`src/rtl/hstm_pkg.sv`:
```
// Shared types, codes and the legality table of the health state transition monitor.
`default_nettype none

package hstm_pkg;

    // Number of health states: healthy, degraded, recovering, failed, shutdown.
    localparam int unsigned MODE_COUNT = 5;

    // Health state codes.
    localparam logic [2:0] MODE_HEALTHY    = 3'd0;
    localparam logic [2:0] MODE_DEGRADED   = 3'd1;
    localparam logic [2:0] MODE_RECOVERING = 3'd2;
    localparam logic [2:0] MODE_FAILED     = 3'd3;
    localparam logic [2:0] MODE_SHUTDOWN   = 3'd4;

    // Operation selector carried on the request side channel.
    typedef enum logic [1:0] {
        FUNC_TRANSITION    = 2'd0,
        FUNC_READ_SLOT     = 2'd1,
        FUNC_READ_DURATION = 2'd2,
        FUNC_RESET_STATS   = 2'd3
    } func_t;

    // Result status codes.
    typedef enum logic [1:0] {
        STATUS_SUCCESS       = 2'd0,
        STATUS_INVALID       = 2'd1,
        STATUS_BLOCKED       = 2'd2,
        STATUS_ACTION_FAILED = 2'd3
    } status_t;

    // One history ring entry.
    typedef struct packed {
        logic [2:0]  src_mode;
        logic [2:0]  dst_mode;
        logic [31:0] stamp;
        logic [31:0] reason;
    } log_entry_t;

    // Write request into the history ring; the address travels separately
    // because its width follows the ring depth.
    typedef struct packed {
        logic       en;
        log_entry_t entry;
    } ring_write_t;

    // Legal target set of each state, one bit per target state code.
    function automatic logic legal_move(input logic [2:0] from_mode, input logic [2:0] to_mode);
        logic [7:0] row;
        case (from_mode)
            MODE_HEALTHY:    row = 8'b0001_1010;
            MODE_DEGRADED:   row = 8'b0001_1101;
            MODE_RECOVERING: row = 8'b0001_1011;
            MODE_FAILED:     row = 8'b0001_0100;
            MODE_SHUTDOWN:   row = 8'b0000_0000;
            default:         row = 8'b0000_0000;
        endcase
        return row[to_mode];
    endfunction

endpackage

`default_nettype wire

```
`src/rtl/hstm_ring.sv`:
```
// History ring memory with per-entry valid bits and write-through on a same-slot read.
`default_nettype none

module hstm_ring #(
    parameter int unsigned DEPTH = 16
) (
    input  wire                              aclk,
    input  wire                              aresetn,
    input  hstm_pkg::ring_write_t            wr_req,
    input  wire  [$clog2(DEPTH)-1:0]         wr_addr,
    input  wire                              rd_en,
    input  wire  [$clog2(DEPTH)-1:0]         rd_addr,
    output hstm_pkg::log_entry_t             rd_entry
);
    import hstm_pkg::*;

    log_entry_t       mem [DEPTH];
    logic [DEPTH-1:0] vld_reg;
    log_entry_t       rd_data_reg;
    log_entry_t       byp_data_reg;
    logic             byp_hit_reg;
    logic             rd_vld_reg;
    logic             same_slot;

    assign same_slot = wr_req.en && (wr_addr == rd_addr);

    // Storage array: one write port and one registered read port.
    always_ff @(posedge aclk) begin
        if (wr_req.en) begin
            mem[wr_addr] <= wr_req.entry;
        end
        if (rd_en) begin
            rd_data_reg <= mem[rd_addr];
        end
    end

    // Valid bits make never-written slots read back as zero after reset.
    always_ff @(posedge aclk) begin
        if (!aresetn) begin
            vld_reg <= '0;
        end else if (wr_req.en) begin
            vld_reg[wr_addr] <= 1'b1;
        end
    end

    // A read in the same cycle as a write to that slot takes the new entry.
    always_ff @(posedge aclk) begin
        if (!aresetn) begin
            byp_hit_reg <= 1'b0;
            rd_vld_reg  <= 1'b0;
        end else if (rd_en) begin
            byp_hit_reg <= same_slot;
            rd_vld_reg  <= vld_reg[rd_addr] | same_slot;
        end
    end

    always_ff @(posedge aclk) begin
        if (rd_en) begin
            byp_data_reg <= wr_req.entry;
        end
    end

    // Read data: zero for an unwritten slot, forwarded entry on a same-slot hit.
    always_comb begin
        if (!rd_vld_reg) begin
            rd_entry = '0;
        end else if (byp_hit_reg) begin
            rd_entry = byp_data_reg;
        end else begin
            rd_entry = rd_data_reg;
        end
    end

endmodule

`default_nettype wire

```
`src/rtl/health_state_transition_monitor_unit.sv`:
```
// Top level of the health state transition monitor: request, update and result stages.
`default_nettype none

// Five-state health monitor (healthy, degraded, recovering, failed, shutdown).
// Each request on the s_ side is a transition, a history slot read, a duration
// read or a statistics reset, selected by s_tuser. The block takes one request
// per clock cycle while the result side is not stalled and returns exactly one
// result per request: the request is registered, the whole state update is
// combinational, and the result is registered. The history ring read is issued
// as the request is taken, so the registered read data is ready when the request
// reaches the update logic. The ring starts out reading as all zeros after reset;
// a statistics reset clears the counters and duration totals but keeps the ring.
module health_state_transition_monitor_unit #(
    parameter int unsigned HISTORY_DEPTH = 16
) (
    input  wire          aclk,
    input  wire          aresetn,
    // Request channel.
    input  wire          s_tvalid,
    output logic         s_tready,
    // From bit 0: target_state[3], reason[32], now_time[32], guard_ok[1],
    // exit_ok[1], entry_ok[1], slot_index[4], zero fill[6].
    input  wire  [79:0]  s_tdata,
    // From bit 0: func[2].
    input  wire  [1:0]   s_tuser,
    // Result channel.
    output logic         m_tvalid,
    input  wire          m_tready,
    // From bit 0: status[2], present_state[3], attempt_total[32], failure_total[32],
    // logged_count[5], slot_from[3], slot_to[3], slot_time[32], slot_reason[32],
    // duration[64].
    output logic [207:0] m_tdata
);
    import hstm_pkg::*;

    localparam int unsigned AW = $clog2(HISTORY_DEPTH);
    localparam int unsigned FW = $clog2(HISTORY_DEPTH + 1);
    localparam logic [AW-1:0] LAST_SLOT = AW'(HISTORY_DEPTH - 1);
    localparam logic [FW-1:0] FULL_FILL = FW'(HISTORY_DEPTH);

    // Request register.
    logic        in_valid_reg;
    func_t       in_func_reg;
    logic [2:0]  in_target_reg;
    logic [31:0] in_reason_reg;
    logic [31:0] in_now_reg;
    logic        in_guard_reg;
    logic        in_exit_reg;
    logic        in_entry_reg;
    logic [3:0]  in_slot_reg;

    // Monitor state.
    logic [2:0]    mode_reg,     mode_next;
    logic [31:0]   stamp_reg,    stamp_next;
    logic [63:0]   tis_reg [MODE_COUNT];
    logic [63:0]   tis_next [MODE_COUNT];
    logic [31:0]   attempts_reg, attempts_next;
    logic [31:0]   failures_reg, failures_next;
    logic [AW-1:0] head_reg,     head_next;
    logic [FW-1:0] fill_reg,     fill_next;

    // Result register.
    logic          out_valid_reg;
    logic [207:0]  out_data_reg, out_data_next;

    logic          accept;
    logic          fire;
    logic          out_free;

    ring_write_t   ring_wr;
    log_entry_t    ring_rd;
    logic [AW-1:0] rd_addr;

    status_t       status;
    log_entry_t    slot_entry;
    logic [63:0]   duration;
    logic [63:0]   stay;
    logic [63:0]   tis_sel;
    logic          target_ok;
    logic          slot_ok;

    // Handshake: a request moves on when the result register is free or drains.
    assign out_free = !out_valid_reg || m_tready;
    assign fire     = in_valid_reg && out_free;
    assign s_tready = !in_valid_reg || out_free;
    assign accept   = s_tvalid && s_tready;
    assign m_tvalid = out_valid_reg;
    assign m_tdata  = out_data_reg;

    // Ring read address taken straight from the incoming request.
    assign rd_addr = AW'(s_tdata[73:70]);

    hstm_ring #(
        .DEPTH (HISTORY_DEPTH)
    ) u_ring (
        .aclk     (aclk),
        .aresetn  (aresetn),
        .wr_req   (ring_wr),
        .wr_addr  (head_reg),
        .rd_en    (accept),
        .rd_addr  (rd_addr),
        .rd_entry (ring_rd)
    );

    // Request register.
    always_ff @(posedge aclk) begin
        if (!aresetn) begin
            in_valid_reg <= 1'b0;
        end else if (accept) begin
            in_valid_reg <= 1'b1;
        end else if (fire) begin
            in_valid_reg <= 1'b0;
        end
    end

    always_ff @(posedge aclk) begin
        if (accept) begin
            in_func_reg   <= func_t'(s_tuser);
            in_target_reg <= s_tdata[2:0];
            in_reason_reg <= s_tdata[34:3];
            in_now_reg    <= s_tdata[66:35];
            in_guard_reg  <= s_tdata[67];
            in_exit_reg   <= s_tdata[68];
            in_entry_reg  <= s_tdata[69];
            in_slot_reg   <= s_tdata[73:70];
        end
    end

    // Time spent in the current state, zero without a stamp or if the clock went back.
    always_comb begin
        if (stamp_reg != 32'd0 && in_now_reg >= stamp_reg) begin
            stay = {32'd0, in_now_reg - stamp_reg};
        end else begin
            stay = 64'd0;
        end
    end

    // Duration total of the queried state.
    always_comb begin
        tis_sel = 64'd0;
        for (int i = 0; i < MODE_COUNT; i++) begin
            if (in_target_reg == 3'(i)) begin
                tis_sel = tis_reg[i];
            end
        end
    end

    assign target_ok = (32'(in_target_reg) < 32'(MODE_COUNT));
    assign slot_ok   = (32'(in_slot_reg) < 32'(HISTORY_DEPTH));

    // State update and result for the request in the request register.
    always_comb begin
        mode_next     = mode_reg;
        stamp_next    = stamp_reg;
        attempts_next = attempts_reg;
        failures_next = failures_reg;
        head_next     = head_reg;
        fill_next     = fill_reg;
        for (int i = 0; i < MODE_COUNT; i++) begin
            tis_next[i] = tis_reg[i];
        end
        status            = STATUS_SUCCESS;
        slot_entry        = '0;
        duration          = 64'd0;
        ring_wr.en        = 1'b0;
        ring_wr.entry     = '0;
        ring_wr.entry.src_mode = mode_reg;
        ring_wr.entry.dst_mode = in_target_reg;
        ring_wr.entry.stamp    = in_now_reg;
        ring_wr.entry.reason   = in_reason_reg;

        if (fire) begin
            case (in_func_reg)
                FUNC_TRANSITION: begin
                    if (!target_ok) begin
                        status = STATUS_INVALID;
                    end else begin
                        attempts_next = attempts_reg + 32'd1;
                        if (mode_reg == in_target_reg) begin
                            status = STATUS_SUCCESS;
                        end else if (!legal_move(mode_reg, in_target_reg)) begin
                            failures_next = failures_reg + 32'd1;
                            status        = STATUS_INVALID;
                        end else if (!in_guard_reg) begin
                            failures_next = failures_reg + 32'd1;
                            status        = STATUS_BLOCKED;
                        end else if (!in_exit_reg) begin
                            failures_next = failures_reg + 32'd1;
                            status        = STATUS_ACTION_FAILED;
                        end else begin
                            // Close out the old state's stay and move on.
                            for (int i = 0; i < MODE_COUNT; i++) begin
                                if (mode_reg == 3'(i)) begin
                                    tis_next[i] = tis_reg[i] + stay;
                                end
                            end
                            mode_next  = in_target_reg;
                            stamp_next = in_now_reg;
                            if (!in_entry_reg) begin
                                failures_next = failures_reg + 32'd1;
                                status        = STATUS_ACTION_FAILED;
                            end else begin
                                ring_wr.en = 1'b1;
                                head_next  = (head_reg == LAST_SLOT) ? '0 : head_reg + 1'b1;
                                if (fill_reg != FULL_FILL) begin
                                    fill_next = fill_reg + 1'b1;
                                end
                            end
                        end
                    end
                end
                FUNC_READ_SLOT: begin
                    if (slot_ok) begin
                        slot_entry = ring_rd;
                    end else begin
                        status = STATUS_INVALID;
                    end
                end
                FUNC_READ_DURATION: begin
                    if (target_ok) begin
                        duration = (mode_reg == in_target_reg) ? tis_sel + stay : tis_sel;
                    end else begin
                        status = STATUS_INVALID;
                    end
                end
                FUNC_RESET_STATS: begin
                    for (int i = 0; i < MODE_COUNT; i++) begin
                        tis_next[i] = 64'd0;
                    end
                    attempts_next = 32'd0;
                    failures_next = 32'd0;
                    stamp_next    = in_now_reg;
                end
                default: begin
                    status = STATUS_SUCCESS;
                end
            endcase
        end

        out_data_next = {duration,
                         slot_entry.reason,
                         slot_entry.stamp,
                         slot_entry.dst_mode,
                         slot_entry.src_mode,
                         5'(fill_next),
                         failures_next,
                         attempts_next,
                         mode_next,
                         status};
    end

    // Monitor state registers.
    always_ff @(posedge aclk) begin
        if (!aresetn) begin
            mode_reg     <= MODE_HEALTHY;
            stamp_reg    <= 32'd0;
            attempts_reg <= 32'd0;
            failures_reg <= 32'd0;
            head_reg     <= '0;
            fill_reg     <= '0;
            for (int i = 0; i < MODE_COUNT; i++) begin
                tis_reg[i] <= 64'd0;
            end
        end else begin
            mode_reg     <= mode_next;
            stamp_reg    <= stamp_next;
            attempts_reg <= attempts_next;
            failures_reg <= failures_next;
            head_reg     <= head_next;
            fill_reg     <= fill_next;
            for (int i = 0; i < MODE_COUNT; i++) begin
                tis_reg[i] <= tis_next[i];
            end
        end
    end

    // Result register.
    always_ff @(posedge aclk) begin
        if (!aresetn) begin
            out_valid_reg <= 1'b0;
        end else if (fire) begin
            out_valid_reg <= 1'b1;
        end else if (m_tready) begin
            out_valid_reg <= 1'b0;
        end
    end

    always_ff @(posedge aclk) begin
        if (fire) begin
            out_data_reg <= out_data_next;
        end
    end

endmodule

`default_nettype wire

```
`config.mk`:
```
export PLATFORM = sky130hd
export DESIGN_NAME = health_state_transition_monitor_unit
export DESIGN_NICKNAME = d
export VERILOG_FILES = /design/src/rtl/hstm_pkg.sv /design/src/rtl/hstm_ring.sv /design/src/rtl/health_state_transition_monitor_unit.sv
export SDC_FILE = /design/constraint.sdc
export NUM_CORES = 2
export LEC_CHECK = 0
export BUFFER_PORTS_ARGS = -buffer_cell sky130_fd_sc_hd__buf_2
export CAP_MARGIN = 20
export CORE_MARGIN = 3
export CORE_UTILIZATION = 56
export CTS_BUF_LIST = sky130_fd_sc_hd__clkbuf_8 sky130_fd_sc_hd__clkbuf_16
export CTS_CLUSTER_SIZE = 16
export DETAILED_ROUTE_END_ITERATION = 10
export MAX_ROUTING_LAYER = met4
export PLACE_DENSITY = 0.76
export SYNTH_ARGS = -nofsm -noshare
export SYNTH_HDL_FRONTEND = slang
export SYNTH_SLANG_ARGS = --single-unit
```
`constraint.sdc`:
```
create_clock -name aclk -period 11.64 [get_ports aclk]
set_input_delay 0.582 -clock aclk [delete_from_list [all_inputs] [get_ports aclk]]
set_output_delay 0.582 -clock aclk [all_outputs]
set_load 0.01 [all_outputs]
```
=== Word level (Yosys, flattened, before mapping) ===
Memory sizes are Yosys's and may differ from the RTL's. A register that Yosys moved wholly into a read port is not among the register bits.
Index checks and enable logic that the tools add are counted.

* Mux-type cells: 94
* Bitwise operators: 8
* Reduce and logical (&&, ||, !) cells: 20
* Add/subtract/negate cells: 11
* Magnitude comparators: 6
* Eq/ne operators: 20

{| class="wikitable"
|+ Operators by type and width
! operator !! count
|-
| $mux W320 || 6
|-
| $mux W64 || 16
|-
| $pmux W320 S2 || 1
|-
| $mux W32 || 15
|-
| $add A64 B64 Y64 || 6
|-
| $pmux W32 S2 || 3
|-
| $mux W70 || 1
|-
| $add A32 B1 Y32 const B || 2
|-
| $mux W5 || 9
|-
| $ge A32 B32 Y1 || 1
|-
| $mux W8 || 4
|-
| $reduce_bool A32 Y1 || 1
|-
| $sub A32 B32 Y32 || 1
|-
| $mux W3 || 7
|-
| $mux W1 || 20
|-
| $pmux W5 S4 || 1
|-
| $or A16 B16 Y16 || 1
|-
| $eq A3 B2 Y1 const B || 4
|-
| $mux W2 || 6
|-
| $lt A4 B5 Y1 const B || 2
|-
| $ne A2 B2 Y1 const B || 5
|-
| $reduce_and A8 Y1 || 1
|-
| $reduce_and A7 Y1 || 1
|-
| $eq A3 B1 Y1 const B || 2
|-
| other kinds (26) || 43
|}

* Memories kept: 2
* Flip-flop bits (word level): 478
* RAM bits: 1,440
* Word-level logic and storage cells: 186
* Output and inout port bits: 210
* Input port bits: 86

{| class="wikitable"
|+ Memories
! name !! depth !! bits a word !! read ports !! clocked after Yosys merged registers in !! wr ports !! RTL line !! RTL
|-
| u_ring.mem || 16 || 70 || 1 || 1 || 1 || hstm_ring.sv:17 || <nowiki>log_entry_t mem [DEPTH];</nowiki>
|-
| tis_reg || 5 || 64 || 5 || 0 || 5 || health_state_transition_monitor_unit.sv:55 || <nowiki>logic [63:0] tis_reg [MODE_COUNT];</nowiki>
|}

=== Longest topological paths before layout ===
* Word-level depth: 15
* Depth in mapped cells: 31

=== By module ===
Synthesis repeated with hierarchy kept, for this count alone.

* Cell total of the unflattened synthesis: 6,847
* Area, all modules: 91,779.3 µm²

{| class="wikitable"
|+ By module, submodules not included
! module !! times used !! seq. area each (µm²) !! area an instance (µm²) !! cells each
|-
| hstm_ring || 1 || 38,196.6 || 48,251.3 || 1,935
|-
| health_state_transition_monitor_unit || 1 || 17,016.3 || 43,528.0 || 4,912
|}

=== Least setup slack after synthesis ===
Ideal clock, no wire load.

* Kind: input port to flip-flop
* Start point: input port m_tready
* End point: register u_ring.rd_vld_reg
* Buffers on the path: 0
* Stages on the path: 3
* Arrival time: 12.302 ns
* Data required time: 11.534 ns
* Slack: -0.768 ns
* Library setup time: 0.106 ns
* Cell sequence: nor2b_1 -> a21oi_1 -> o221a_2

* Elaborated cells on any way between the ends: 7

{| class="wikitable"
|+ RTL lines
! item !! RTL line !! RTL
|-
| from (decl) || health_state_transition_monitor_unit.sv:28 || <nowiki>input wire m_tready,</nowiki>
|-
| $logic_or A1 B1 Y1 || health_state_transition_monitor_unit.sv:83 || <nowiki>assign out_free = !out_valid_reg || m_tready;</nowiki>
|-
| $logic_or A1 B1 Y1 || health_state_transition_monitor_unit.sv:85 || <nowiki>assign s_tready = !in_valid_reg || out_free;</nowiki>
|-
| $logic_and A1 B1 Y1 || health_state_transition_monitor_unit.sv:86 || <nowiki>assign accept = s_tvalid && s_tready;</nowiki>
|-
| via accept || health_state_transition_monitor_unit.sv:66 || <nowiki>logic accept;</nowiki>
|-
| to (signal assigned) || hstm_ring.sv:53 || <nowiki>rd_vld_reg <= vld_reg[rd_addr] | same_slot;</nowiki>
|-
| to (decl) || hstm_ring.sv:22 || <nowiki>logic rd_vld_reg;</nowiki>
|}

The timed path passes the listed nets, and every way through them passes these cells.
A chain may end at the register's enable or synchronous reset.

==> results.tsv <==
metric	value	unit
outcome	finished, final reports clean	
P_int	11.8	mW
Worst EP arrival	8.45	ns
Die W	408	um
H-tree Lvls	4	
required time of the critical path	12.40	ns
num ports	296	
Hold Path Class	in -> reg	
PortBufs	289	
Mean Syn Cell Area	13.5	sq um
FF-to-FF setup slack	3.95	ns
CP max FO	41	
Crit Path Category	reg -> reg	
Least-Margin Pin Slew	1.14	ns
dpl cell area	94200	sq um
top cells by area, synth	edfxtp_1, dfxtp_1, mux4_2, xnor2_1, nand2_1	
kind of end point of the critical path	flip-flop	
static leakage	33.8	nW
CP cell instances	ha_1 > nand4_1 > nor4_2 > a21oi_2 > a21oi_4 > buf_4 > o21ai_2 > xnor2_1 > ha_1 > o21ai_0 > a211oi_1 > nor3_1 > a311oi_1 > o41ai_1 > buf_4 > o21ai_0 > nand3_1 > a41oi_1 > a311oi_1 > o21a_1 > or4_1 > a21oi_1	
logic gate share of total power	8.0	%
commonest cells in the netlist	edfxtp_1, nand2_1, dfxtp_1, nor2_1, mux4_2	
CP max stage delay	0.69	ns
clock buffer depth	3	
share of cells above drive strength 1	17.2	%
DR pass1 iterations	6	
total power	15.6	mW
Worst Skew	0.0480	ns
CTS root buf	clkbuf_16	
initial cell density of the core	56.7	%
Via density	6.62	
Async S/R FF share, synth	0	%
type of origin of the critical path	flip-flop	
Largest register FFs	1120	
GRT Residual Overflow	0	
Period minus WS final	7.69	ns
Site Rows	146	
placed cell count	8900	
Overall Global Routing Usage	32.5	%
Layout area overhead	12.4	%
Most used DFF post-synth	edfxtp_1	
Worst-Skew Late Latency	0.85	ns
area of the core	159000	sq um
CP startpoint	in_now_reg[13]	
CTS Sinks	1988	
DR WL/cell	28.5	um
R2R Path End	tis_reg[0][188]	
HPWL after detailed placement	154000	um
CTS tree	built	
max_cap viols	0	
vias in the first global route	60200	
Post-synth EDFFs	1540	
nets@finish	7240	
Ys Warns	0	
Post-Syn Instances	6713	
GPL Wtd Cong	0.969	
DRC	0	
fmax	130	MHz
DRT Wirelength	266000	um
Final Hold Fails	0	
Hold Startpoint	s_tdata[52]	
RSZ-0062 raised after global routing	no	
count leader, synth	edfxtp_1	
Reg power frac	50.2	%
initial antenna violation count	5	
Final Util	63.7	%
Crit path buffers/inverters	2	
vias	61800	
Routed Antenna Nets	0	
Synthesized Nets	6937	
first-pass GRT wire length	394000	um
synthesis-stage register bit count	1988	
Setup-failing EPs final	0	
Clk pwr share	41.8	%
total CTS buffers	193	
die height	408	um
cell at the slowest stage of the critical path	edfxtp_1	
sequential-to-total area share from yosys stat	61.1	%
top cell type's share of synthesized area	51.2	%
post-CTS resize count	0	
Crit path max-delay family	compound AO/OA/AOI/OAI gates	
Net Sw Frac	24.1	%
PwrDens	154	nW/um^2
die area	166000	sq um
Max-slew headroom	23.9	%
period utilisation layout	66.0	%
biggest area consumer among synthesized cells	edfxtp_1	
Worst Hold End	in_now_reg[17]	
clock-pin slew on the worst setup and hold paths	0.07	ns
hold-critical path depth	1	
RR Startpoint	in_now_reg[13]	
1st-iter DRT viols	8033	
final slew viol count	0	
Finished Cell Area	102000	sq um
setup TNS	0	ns
Yosys cell types	101	
switching pwr	3.76	mW
worst IR drop on VDD	172	uV
synthesized area	90300	sq um
Finished Layout Cells	9333	
R2R cell count	22	
pin count of the biggest net entering global routing	110	
## power groups by stage
stage / clock, mW / sequential (mW) / combinational, mW
finish: 6.53 / 7.83 / 1.25
global route: 6.84 / 7.84 / 1.33
CTS: 6.58 / 7.83 / 1.23
detailed placement: 0 / 7.98 / 1.19
global placement: 0 / 7.97 / 1.17
floorplan: 0 / 7.97 / 0.800
## final cells by class
class | count | area, sq um
fill | 11300 | 57800
sequential | 1988 | 55200
multi-input combinational | 4205 | 33300
clock buffer | 207 | 5020
timing repair buffer | 485 | 3200
tap | 2146 | 2690
clock inverter | 154 | 1580
inverter | 143 | 544
antenna | 5 | 12.5
## stage by stage
step           hold slack, ns  setup WS (ns)
6_report               0.0533           3.95
5_1_grt                0.0210           3.52
4_1_cts                0.0119           4.14
3_5_place_dp            0.437           4.20
3_3_place_gp            0.434           4.27
2_1_floorplan           0.421           2.91
## worst register-to-register path, stage by stage, from the launching register on
cell	delay, ns
edfxtp_1	0.69
ha_1	0.59
nand4_1	0.29
nor4_2	0.55
a21oi_2	0.16
a21oi_4	0.19
buf_4	0.50
o21ai_2	0.28
xnor2_1	0.25
ha_1	0.24
o21ai_0	0.10
a211oi_1	0.18
nor3_1	0.11
a311oi_1	0.39
o41ai_1	0.13
buf_4	0.18
o21ai_0	0.59
nand3_1	0.31
a41oi_1	0.49
a311oi_1	0.26
o21a_1	0.44
or4_1	0.58
a21oi_1	0.14
## worst max path at each step
stage,end,slack (ns),cells after the start
floorplan,u_ring.mem[3][0],2.91,12
global placement,tis_reg[0][188],4.27,25
detailed placement,m_tdata[184],4.20,21
CTS,m_tdata[184],4.14,24
global route,tis_reg[0][50],3.52,21
finish,tis_reg[0][188],3.95,22
## layout by cell type, fill, tap and decap left out, types with 50 or more instances in the layout
cell / instances
or3_1: 50
xor2_1: 99
mux2i_1: 96
o22ai_1: 55
nor3_1: 114
and3_1: 73
nand3_1: 126
dfxtp_1: 447
nand4_1: 91
clkbuf_16: 193
mux4_2: 370
nand2_1: 460
nor2_1: 430
a21boi_0: 82
a21o_1: 68
a22oi_1: 115
xnor2_1: 254
buf_2: 284
dlygate4sd3_1: 63
and2_1: 178
a21oi_1: 259
inv_1: 169
buf_4: 127
nor4_1: 68
ha_1: 137
o21ai_0: 258
edfxtp_1: 1540
## timing repair
item                                   CTS  global route
hold buffers                            63             0
endpoints found under the hold margin   63             0
setup buffers                            0             0
## cells by family (layout without fill, tap and decap cells)
| family | count (synthesis) | after routing | share of synthesized area, % |
|---|---|---|---|
| buffers and inverters | 520 | 989 | 2.25 |
| flip-flops | 1988 | 1988 | 61.1 |
| AND/OR/NAND/NOR | 1837 | 1837 | 10.1 |
| XOR/XNOR | 353 | 353 | 3.42 |
| adder cells (fa/ha/maj) | 186 | 186 | 2.45 |
| AO/OA/AOI/OAI | 1320 | 1320 | 9.84 |
| other | 0 | 5 | 0 |
| multiplexers | 509 | 509 | 10.8 |
## layer usage
metal	track usage, %	part of all wire (%)
met5	-	0
met4	11.6	3.9
met3	5.14	8.9
met2	53.0	49
met1	41.6	38
(Power assumes the default switching activity.)
